$ cat config.mk
export PLATFORM = sky130hd
export DESIGN_NAME = lba_to_chs_read_splitter_flat
export DESIGN_NICKNAME = d
export VERILOG_FILES = /design/src/sv/lchs_pkg.sv /design/src/sv/lchs_stream_if.sv /design/src/sv/lba_to_chs_read_splitter.sv /design/src/sv/lchs_div.sv /design/src/flat_wrapper.sv
export VERILOG_INCLUDE_DIRS = /design/src /design/src/sv
export SDC_FILE = /design/constraint.sdc
export NUM_CORES = 1
export LEC_CHECK = 0
export BUFFER_PORTS_ARGS = -buffer_cell sky130_fd_sc_hd__buf_2
export CORE_UTILIZATION = 62
export CTS_CLUSTER_DIAMETER = 60
export CTS_CLUSTER_SIZE = 30
export DETAILED_ROUTE_END_ITERATION = 8
export PLACE_DENSITY = 0.87
export REMOVE_ABC_BUFFERS = 1
export SYNTH_ARGS = -nofsm -noshare
export SYNTH_HDL_FRONTEND = slang
export SYNTH_SLANG_ARGS = --single-unit
$ cat constraint.sdc
create_clock -name clk -period 10.8 [get_ports clk]
set_input_delay 2.7 -clock clk [delete_from_list [all_inputs] [get_ports clk]]
set_output_delay 2.7 -clock clk [all_outputs]
set_load 0.01 [all_outputs]
$ cat src/sv/lba_to_chs_read_splitter_defines.svh
// Assertion macros shared by the LBA to CHS read splitter RTL.
`ifndef LBA_TO_CHS_READ_SPLITTER_DEFINES_SVH
`define LBA_TO_CHS_READ_SPLITTER_DEFINES_SVH

// Same-cycle implication, disabled while reset is asserted.
`define LCHS_ASSERT_IMPLY(lbl, ck, rn, ante, cons) \
  lbl: assert property (@(posedge ck) disable iff (!(rn)) (ante) |-> (cons)) \
    else $error("lchs check failed");

// Next-cycle implication, disabled while reset is asserted.
`define LCHS_ASSERT_NEXT(lbl, ck, rn, ante, cons) \
  lbl: assert property (@(posedge ck) disable iff (!(rn)) (ante) |=> (cons)) \
    else $error("lchs check failed");

`endif

$ cat src/sv/lchs_pkg.sv
// Types and constants shared by the LBA to CHS read splitter.
`default_nettype none
package lchs_pkg;

  localparam int unsigned LBA_W     = 24;
  localparam int unsigned COUNT_W   = 7;
  localparam int unsigned ADDR_W    = 20;
  localparam int unsigned SPT_W     = 6;
  localparam int unsigned HEADS_W   = 9;
  localparam int unsigned DRIVE_W   = 8;
  localparam int unsigned CYL_W     = 10;
  localparam int unsigned SECTOR_SH = 9;

  localparam logic [SPT_W-1:0]   SPT_RESET   = 6'd18;
  localparam logic [HEADS_W-1:0] HEADS_RESET = 9'd2;
  localparam logic [DRIVE_W-1:0] DRIVE_RESET = 8'd0;

  typedef enum logic [1:0] {
    REG_SPT   = 2'd0,
    REG_HEADS = 2'd1,
    REG_DRIVE = 2'd2,
    REG_NONE  = 2'd3
  } reg_index_t;

  typedef enum logic [1:0] {
    ST_IDLE,
    ST_DIV_SECTOR,
    ST_DIV_HEAD,
    ST_EMIT
  } state_t;

  typedef struct packed {
    logic [LBA_W-1:0]   start_block;
    logic [COUNT_W-1:0] sector_total;
    logic [ADDR_W-1:0]  buffer_address;
  } req_t;

  typedef struct packed {
    logic [COUNT_W-1:0] chunk_sectors;
    logic [15:0]        cyl_sector_word;
    logic [15:0]        head_drive_word;
    logic [15:0]        buffer_segment;
    logic [3:0]         buffer_offset;
    logic               last_chunk;
  } chunk_t;

  typedef struct packed {
    logic [1:0]         reg_index;
    logic [HEADS_W-1:0] wr_data;
  } cfg_t;

  typedef struct packed {
    logic busy;
    logic done;
  } div_stat_t;

endpackage
`default_nettype wire

$ cat src/sv/lchs_stream_if.sv
// Valid/ready channel carrying one payload beat.
`default_nettype none
interface lchs_stream_if #(
  parameter type payload_t = logic
) ();
  logic     valid;
  logic     ready;
  payload_t payload;

  modport source (output valid, output payload, input ready);
  modport sink (input valid, input payload, output ready);
endinterface
`default_nettype wire

$ cat src/sv/lba_to_chs_read_splitter.sv
// Top level of the LBA to CHS read splitter.
// One request beat (start block, sector count, linear buffer address) is taken only while
// the block is idle. It is turned into a sector and track by a bit-serial divide by the
// sectors-per-track register, then into head and cylinder by a second bit-serial divide by
// the head count register; both use one shared divider, and the first chunk beat is shown
// once the second divide is done. Every further chunk of the request is shown in the cycle
// after the one before it is taken: a chunk that fills its track moves on to sector zero of
// the next track, where the head steps, and the cylinder on head wrap, and a chunk cut short
// by CHUNK_CAP moves on along the same track. A request of n sectors ends after its last
// chunk is taken (at most 64 chunks, and one chunk when the count is zero). Counts above
// MAX_REQUEST are saturated; a zero geometry register is treated as 1. Configuration beats
// are always accepted and must be written only while no request is in flight.
`default_nettype none
module lba_to_chs_read_splitter #(
  parameter int unsigned MAX_REQUEST = 64,
  parameter int unsigned CHUNK_CAP   = 127
) (
  input  logic          clk,
  input  logic          rst_n,
  lchs_stream_if.sink   in_req,
  lchs_stream_if.source out_chunk,
  lchs_stream_if.sink   cfg_wr
);
  import lchs_pkg::*;
  `include "lba_to_chs_read_splitter_defines.svh"

  localparam logic [COUNT_W-1:0] MAX_CNT = COUNT_W'(MAX_REQUEST);
  localparam logic [COUNT_W-1:0] CAP_CNT = COUNT_W'(CHUNK_CAP);

  // Geometry and drive registers.
  logic [SPT_W-1:0]   spt_r;
  logic [HEADS_W-1:0] heads_r;
  logic [DRIVE_W-1:0] drive_r;
  logic [SPT_W-1:0]   spt_eff;
  logic [HEADS_W-1:0] heads_eff;
  cfg_t               cfg_beat;

  // Request state.
  state_t             state_r, state_nxt;
  logic [COUNT_W-1:0] count_r, count_nxt;
  logic [ADDR_W-1:0]  addr_r, addr_nxt;
  logic [SPT_W-1:0]   sector_r, sector_nxt;
  logic [HEADS_W-1:0] head_r, head_nxt;
  logic [CYL_W-1:0]   cyl_r, cyl_nxt;

  // Handshake and chunk math.
  req_t               req_beat;
  chunk_t             chunk;
  logic               in_ready, out_valid, out_fire;
  logic [COUNT_W-1:0] req_count;
  logic [COUNT_W-1:0] room, take;
  logic               trk_end;
  logic [HEADS_W-1:0] head_inc;

  // Divider hookup.
  logic                div_start;
  logic [LBA_W-1:0]    div_dividend;
  logic [HEADS_W-1:0]  div_divisor;
  logic [LBA_W-1:0]    div_quot;
  logic [HEADS_W-1:0]  div_rem;
  div_stat_t           div_stat;

  assign cfg_beat     = cfg_wr.payload;
  assign cfg_wr.ready = 1'b1;
  assign req_beat     = in_req.payload;
  assign in_req.ready = in_ready;

  // Configuration writes; an unknown index is ignored.
  always_ff @(posedge clk) begin
    if (!rst_n) begin
      spt_r   <= SPT_RESET;
      heads_r <= HEADS_RESET;
      drive_r <= DRIVE_RESET;
    end else if (cfg_wr.valid) begin
      unique case (reg_index_t'(cfg_beat.reg_index))
        REG_SPT:   spt_r   <= cfg_beat.wr_data[SPT_W-1:0];
        REG_HEADS: heads_r <= cfg_beat.wr_data;
        REG_DRIVE: drive_r <= cfg_beat.wr_data[DRIVE_W-1:0];
        REG_NONE:  ;
        default:   ;
      endcase
    end
  end

  assign spt_eff   = (spt_r == '0) ? SPT_W'(1) : spt_r;
  assign heads_eff = (heads_r == '0) ? HEADS_W'(1) : heads_r;

  lchs_div #(
    .DIVIDEND_W (LBA_W),
    .DIVISOR_W  (HEADS_W)
  ) u_div (
    .clk      (clk),
    .rst_n    (rst_n),
    .start    (div_start),
    .dividend (div_dividend),
    .divisor  (div_divisor),
    .quot     (div_quot),
    .rem      (div_rem),
    .stat     (div_stat)
  );

  // Chunk size: the sectors left on the track, capped, then by the sectors still wanted.
  // A chunk that reaches the track end steps the head, and the cylinder on head wrap.
  always_comb begin
    room = COUNT_W'(spt_eff - sector_r);
    if (room > CAP_CNT) begin
      room = CAP_CNT;
    end
    take       = (count_r > room) ? room : count_r;
    count_nxt  = count_r - take;
    addr_nxt   = addr_r + (ADDR_W'(take) << SECTOR_SH);
    trk_end    = ((COUNT_W'(sector_r) + take) == COUNT_W'(spt_eff));
    head_inc   = head_r + HEADS_W'(1);
    sector_nxt = sector_r + SPT_W'(take);
    head_nxt   = head_r;
    cyl_nxt    = cyl_r;
    if (trk_end) begin
      sector_nxt = '0;
      if (head_inc == heads_eff) begin
        head_nxt = '0;
        cyl_nxt  = cyl_r + CYL_W'(1);
      end else begin
        head_nxt = head_inc;
      end
    end
  end

  // Chunk beat, built from the request state while it is shown.
  always_comb begin
    chunk.chunk_sectors   = take;
    chunk.cyl_sector_word = {cyl_r[7:0], cyl_r[9:8], sector_r + SPT_W'(1)};
    chunk.head_drive_word = {head_r[7:0], drive_r};
    chunk.buffer_segment  = addr_r[ADDR_W-1:4];
    chunk.buffer_offset   = addr_r[3:0];
    chunk.last_chunk      = (count_nxt == '0);
  end

  assign out_chunk.valid   = out_valid;
  assign out_chunk.payload = chunk;
  assign out_fire          = out_valid && out_chunk.ready;
  assign req_count = (req_beat.sector_total > MAX_CNT) ? MAX_CNT : req_beat.sector_total;

  // Sequencer: two divides, then one chunk beat per cycle the output is taken.
  always_comb begin
    state_nxt    = state_r;
    in_ready     = 1'b0;
    out_valid    = 1'b0;
    div_start    = 1'b0;
    div_dividend = req_beat.start_block;
    div_divisor  = HEADS_W'(spt_eff);
    unique case (state_r)
      ST_IDLE: begin
        in_ready = 1'b1;
        if (in_req.valid) begin
          div_start = 1'b1;
          state_nxt = ST_DIV_SECTOR;
        end
      end
      ST_DIV_SECTOR: begin
        div_dividend = div_quot;
        div_divisor  = heads_eff;
        if (div_stat.done) begin
          div_start = 1'b1;
          state_nxt = ST_DIV_HEAD;
        end
      end
      ST_DIV_HEAD: begin
        if (div_stat.done) begin
          state_nxt = ST_EMIT;
        end
      end
      ST_EMIT: begin
        out_valid = 1'b1;
        if (out_chunk.ready && chunk.last_chunk) begin
          state_nxt = ST_IDLE;
        end
      end
      default: state_nxt = ST_IDLE;
    endcase
  end

  always_ff @(posedge clk) begin
    if (!rst_n) begin
      state_r <= ST_IDLE;
    end else begin
      state_r <= state_nxt;
    end
  end

  // Request state updates; each chunk advances the position by the sectors it took.
  always_ff @(posedge clk) begin
    if (in_ready && in_req.valid) begin
      count_r <= req_count;
      addr_r  <= req_beat.buffer_address;
    end
    if (state_r == ST_DIV_SECTOR && div_stat.done) begin
      sector_r <= div_rem[SPT_W-1:0];
    end
    if (state_r == ST_DIV_HEAD && div_stat.done) begin
      head_r <= div_rem;
      cyl_r  <= div_quot[CYL_W-1:0];
    end
    if (out_fire) begin
      count_r  <= count_nxt;
      addr_r   <= addr_nxt;
      sector_r <= sector_nxt;
      head_r   <= head_nxt;
      cyl_r    <= cyl_nxt;
    end
  end

  `LCHS_ASSERT_NEXT(a_more_chunks, clk, rst_n, out_fire && !chunk.last_chunk, out_valid)
  `LCHS_ASSERT_IMPLY(a_empty_is_last, clk, rst_n, out_valid && take == '0,
                     chunk.last_chunk)
  `LCHS_ASSERT_IMPLY(a_track_bound, clk, rst_n, out_valid,
                     (COUNT_W'(sector_r) + take) <= COUNT_W'(spt_eff))
  `LCHS_ASSERT_IMPLY(a_idle_quiet, clk, rst_n, in_ready, !out_valid && !div_stat.busy)
endmodule
`default_nettype wire

$ cat src/sv/lchs_div.sv
// Bit-serial restoring divider: one quotient bit per cycle.
`default_nettype none
module lchs_div #(
  parameter int unsigned DIVIDEND_W = 24,
  parameter int unsigned DIVISOR_W  = 9
) (
  input  logic                  clk,
  input  logic                  rst_n,
  input  logic                  start,
  input  logic [DIVIDEND_W-1:0] dividend,
  input  logic [DIVISOR_W-1:0]  divisor,
  output logic [DIVIDEND_W-1:0] quot,
  output logic [DIVISOR_W-1:0]  rem,
  output lchs_pkg::div_stat_t   stat
);
  import lchs_pkg::*;
  `include "lba_to_chs_read_splitter_defines.svh"

  localparam int unsigned CNT_W = (DIVIDEND_W > 1) ? $clog2(DIVIDEND_W) : 1;
  localparam logic [CNT_W-1:0] CNT_LAST = CNT_W'(DIVIDEND_W - 1);

  logic [DIVIDEND_W-1:0] quot_r, quot_nxt;
  logic [DIVISOR_W-1:0]  rem_r, rem_nxt;
  logic [DIVISOR_W-1:0]  dvsr_r;
  logic [CNT_W-1:0]      cnt_r;
  logic                  busy_r, done_r;
  logic [DIVISOR_W:0]    trial;
  logic                  fits;

  // One restoring step: bring down the next dividend bit and try a subtract.
  always_comb begin
    trial    = {rem_r, quot_r[DIVIDEND_W-1]};
    fits     = (trial >= {1'b0, dvsr_r});
    rem_nxt  = fits ? DIVISOR_W'(trial - {1'b0, dvsr_r}) : trial[DIVISOR_W-1:0];
    quot_nxt = {quot_r[DIVIDEND_W-2:0], fits};
  end

  // Control: busy for one cycle per dividend bit, then a done pulse.
  always_ff @(posedge clk) begin
    if (!rst_n) begin
      busy_r <= 1'b0;
      done_r <= 1'b0;
      cnt_r  <= '0;
    end else if (start) begin
      busy_r <= 1'b1;
      done_r <= 1'b0;
      cnt_r  <= '0;
    end else if (busy_r) begin
      cnt_r <= cnt_r + 1'b1;
      if (cnt_r == CNT_LAST) begin
        busy_r <= 1'b0;
        done_r <= 1'b1;
      end
    end else begin
      done_r <= 1'b0;
    end
  end

  // Datapath: the dividend shifts out as the quotient shifts in.
  always_ff @(posedge clk) begin
    if (start) begin
      quot_r <= dividend;
      rem_r  <= '0;
      dvsr_r <= divisor;
    end else if (busy_r) begin
      quot_r <= quot_nxt;
      rem_r  <= rem_nxt;
    end
  end

  assign quot      = quot_r;
  assign rem       = rem_r;
  assign stat.busy = busy_r;
  assign stat.done = done_r;

  `LCHS_ASSERT_NEXT(a_div_starts, clk, rst_n, start, busy_r && !done_r)
  `LCHS_ASSERT_IMPLY(a_div_done_idle, clk, rst_n, done_r, !busy_r)
  `LCHS_ASSERT_NEXT(a_div_runs, clk, rst_n, busy_r && !start && cnt_r != CNT_LAST,
                    busy_r)
endmodule
`default_nettype wire

$ cat src/flat_wrapper.sv
// flat-port wrapper written by rule: the top's interface ports become plain ports
module lba_to_chs_read_splitter_flat import lchs_pkg::*;
#(
  parameter int unsigned MAX_REQUEST = 64,
  parameter int unsigned CHUNK_CAP   = 127
)
  (clk, rst_n, in_req_valid, in_req_payload, in_req_ready, out_chunk_valid, out_chunk_payload, out_chunk_ready, cfg_wr_valid, cfg_wr_payload, cfg_wr_ready);
  lchs_stream_if #(.payload_t(req_t)) in_req_i ();
  lchs_stream_if #(.payload_t(chunk_t)) out_chunk_i ();
  lchs_stream_if #(.payload_t(cfg_t)) cfg_wr_i ();
  input  logic clk;
  input  logic rst_n;
  input wire logic [$bits(in_req_i.valid)-1:0] in_req_valid;
  input wire logic [$bits(in_req_i.payload)-1:0] in_req_payload;
  output wire logic [$bits(in_req_i.ready)-1:0] in_req_ready;
  output wire logic [$bits(out_chunk_i.valid)-1:0] out_chunk_valid;
  output wire logic [$bits(out_chunk_i.payload)-1:0] out_chunk_payload;
  input wire logic [$bits(out_chunk_i.ready)-1:0] out_chunk_ready;
  input wire logic [$bits(cfg_wr_i.valid)-1:0] cfg_wr_valid;
  input wire logic [$bits(cfg_wr_i.payload)-1:0] cfg_wr_payload;
  output wire logic [$bits(cfg_wr_i.ready)-1:0] cfg_wr_ready;
  assign in_req_i.valid = in_req_valid;
  assign in_req_i.payload = in_req_payload;
  assign in_req_ready = in_req_i.ready;
  assign out_chunk_valid = out_chunk_i.valid;
  assign out_chunk_payload = out_chunk_i.payload;
  assign out_chunk_i.ready = out_chunk_ready;
  assign cfg_wr_i.valid = cfg_wr_valid;
  assign cfg_wr_i.payload = cfg_wr_payload;
  assign cfg_wr_ready = cfg_wr_i.ready;
  lba_to_chs_read_splitter #(.MAX_REQUEST(MAX_REQUEST), .CHUNK_CAP(CHUNK_CAP)) u_core (.clk(clk), .rst_n(rst_n), .in_req(in_req_i), .out_chunk(out_chunk_i), .cfg_wr(cfg_wr_i));
endmodule
==> results.txt <==
First-pass GRT wire length = 28.6 mm
Placeable Area = 0.0121 sq mm
Top-Level Pins = 130
CTS Buf Count = 17
# DRC = 0
CP max-delay cell = nor2_1
Final Hold Viols = 0
Power Internal = 1.37 mW
Seq/Total Area, Yosys = 0.434
Initial antenna violation count = 0
Synthesized instance count = 804
WL final = 17.6 mm
# diodes = 0
Setup violators final = 0
PortBufs = 128
# rows = 40
Place WS = 2.21 ns
Post-CTS Hold Buffers = 0
CP Class = reg2out
Root Buffer = clkbuf_16
Syn avg cell area = 9.66 sq um
Gr usage total = 0.284
R2R depth = 24
Final nets = 1036
Number of global-route vias before repair = 5957
Clock latency on the worst-skew pair = 0.42 ns
Async SR Flop Fraction = 0
Critical Path Sink Type = output pin
Gp weighted congestion = 0.931
HPWL after detailed placement = 12.5 mm
Share of layout cells above drive strength 1 = 0.194
Congestion Overflow GR = 0
Sink Count = 126
Cell Area, Synth = 0.00777 sq mm
Worst stage delay on the critical path = 0.52 ns
Tmin final = 9.11 ns
WP data required = 8.10 ns
Period utilisation layout = 0.844
Routed vias/inst = 5.76
Status = finished clean
Top FF cell, synth = edfxtp_1
Largest net degree at the start of global routing = 55
Setup TNS = 0 ns
Hold depth = 2
Clock-pin slew on the worst setup and hold paths = 0.05 ns
Die area = 0.0130 sq mm
Setup WS post-layout = 1.69 ns
Fin area = 0.00899 sq mm
Area growth syn-to-layout = 15.8%
Critical Path Source Type = flop
Post-CTS setup buffer count = 0
CTS tree = built
Register share of total power = 0.344
Combinational Power Share = 0.416
Die Span Y = 114 microns
Peak Freq = 110 MHz
Post-synthesis register bit count = 126
Worst Path Arrival = 6.41 ns
Gates resized, CTS repair = 0
Most frequent cell after synthesis = nand2_1
# H-tree levels = 4
Slew margin rel. = 0.462
Max FO, Critical Path = 8
Slew at the pin closest to its max-slew limit = 0.806 ns
Final ANT Viol Nets = 0
Via count = 6302
Final Max Slew Viols = 0
Iter 0 DRT Violations = 703
# Max-Cap Violations = 0
Placed inst area = 0.00846 sq mm
Power Density = 242 mW/mm^2
RSZ-0062 raised after global routing = no
Clock skew = 0.00721 ns
Distinct cells, synth = 60
Classification of the worst-slack hold path = reg2reg
Routed WL per cell = 16.1 microns
Most common cell type on the critical path = a21oi_1
Initial Util = 0.641
Chip width = 114 microns
Net Sw Frac = 0.369
Ys Warns = 0
Leading area contributor after synthesis = edfxtp_1
Maximum vdd drop = 0.000153 V
Drt first pass iters = 6
Synth top area cells = edfxtp_1 33%, dfxtp_1 11%, ha_1 7.9%
Post-synth EDFFs = 85
Clock Tree Buf Depth = 2
Psw = 0.804 mW
Top-area cell type share of the netlist area = 0.329
Most frequent cells after synthesis = 136 x nand2_1, 85 x edfxtp_1, 49 x ha_1
Lkg Pwr = 3.97 nW
Clock Power Share = 0.240
[per-layer routing]
layer	routed length [microns]	track usage	up-vias
met3	1180	0.0489	40
met2	8380	0.473	253
li1	-	-	3048
met4	408	0.119	0
met1	7620	0.368	2961
met5	0	0	-
[worst max-delay path: cells and delay by family, from the launching register on]
family	cells	cell delay, ns
compound gates	7	1.67
xor+xnor	1	0.21
fa+ha+maj	5	1.56
buf+inv	4	0.36
flops	1	0.49
mux	1	0.43
simple gates	7	1.28
[stage by stage]
step                total power [mW]  utilization  cells  hold WS, ns
floorplan                       1.41            -    763        0.455
global placement                1.61        0.698   1064        0.470
detailed placement              1.64        0.698   1064        0.483
CTS                             2.17        0.743   1095        0.492
global route                    2.31        0.743   1095        0.526
finish                          2.18        0.743   1095        0.494
[flip-flops by register name (all words and copies together), names as in the netlist, 2 cells and up]
register	cells
u_core.u_div.quot	24
u_core.heads_r	9
u_core.cyl_r	10
u_core.u_div.cnt_r	5
u_core.drive_r	8
u_core.head_r	9
u_core.sector_r	6
u_core.u_div.rem	9
u_core.u_div.dvsr_r	9
u_core.addr_r	20
u_core.state_r	2
u_core.count_r	7
u_core.spt_r	6
[cells in the final DEF, fill, tap and decap left out, drive strengths merged, types with 7 or more instances in the layout]
master	Yosys	routed
nor2	36	36
xor2	26	26
mux2i	33	33
nand4	9	9
o21ai	47	47
and2	15	15
a21o	10	10
a31oi	8	8
inv	46	48
nor3	7	7
nand3	18	18
dfxtp	41	41
clkbuf	29	26
o31ai	16	16
ha	49	49
edfxtp	85	85
buf	12	133
a211oi	9	9
xnor2	32	32
a21oi	27	27
mux2	11	11
nand3b	13	13
nor2b	27	27
nand2	136	136
[worst paths after layout]
| check | start | to | slack, ns |
|---|---|---|---|
| worst min-delay path | u_core.u_div.rem[8]$_SDFFE_PP0P_ | u_core.u_div.rem[8]$_SDFFE_PP0P_ | 0.49 |
| worst max register to register | u_core.spt_r[3]$_SDFFE_PN0P_ | u_core.cyl_r[3]$_DFFE_PP_ | 3.60 |
| worst min register to register | u_core.u_div.rem[8]$_SDFFE_PP0P_ | u_core.u_div.rem[8]$_SDFFE_PP0P_ | 0.49 |
| worst max-delay path | u_core.spt_r[3]$_SDFFE_PN0P_ | out_chunk_payload[0] | 1.69 |
[cell families (layout without fill, tap and decap cells)]
| group | Yosys count | count (layout) | share of synthesized area |
|---|---|---|---|
| simple gates | 290 | 290 | 0.184 |
| compound gates | 143 | 143 | 0.116 |
| flops | 126 | 126 | 0.434 |
| buf+inv | 88 | 211 | 0.0494 |
| xor+xnor | 58 | 58 | 0.0654 |
| fa+ha+maj | 54 | 54 | 0.0918 |
| mux | 44 | 44 | 0.0585 |
| other cells | 1 | 1 | 0.000483 |
[power groups by stage]
stage | Clock, mW | Sequential, mW | Combinational (mW)
4_1_cts | 0.528 | 0.748 | 0.898
2_1_floorplan | 0 | 0.748 | 0.659
3_5_place_dp | 0 | 0.757 | 0.883
3_3_place_gp | 0 | 0.752 | 0.859
5_1_grt | 0.548 | 0.762 | 1.00
6_report | 0.523 | 0.749 | 0.905
[layout make-up]
class / count / area [sq um]
flip-flops and latches: 126 / 3370
repair buffers: 133 / 678
clock buffers: 26 / 512
well taps: 168 / 210
multi-input cells: 590 / 4020
clock inverters: 5 / 27.5
fillers: 903 / 3120
inverters: 47 / 176
(Power assumes the default switching activity.)
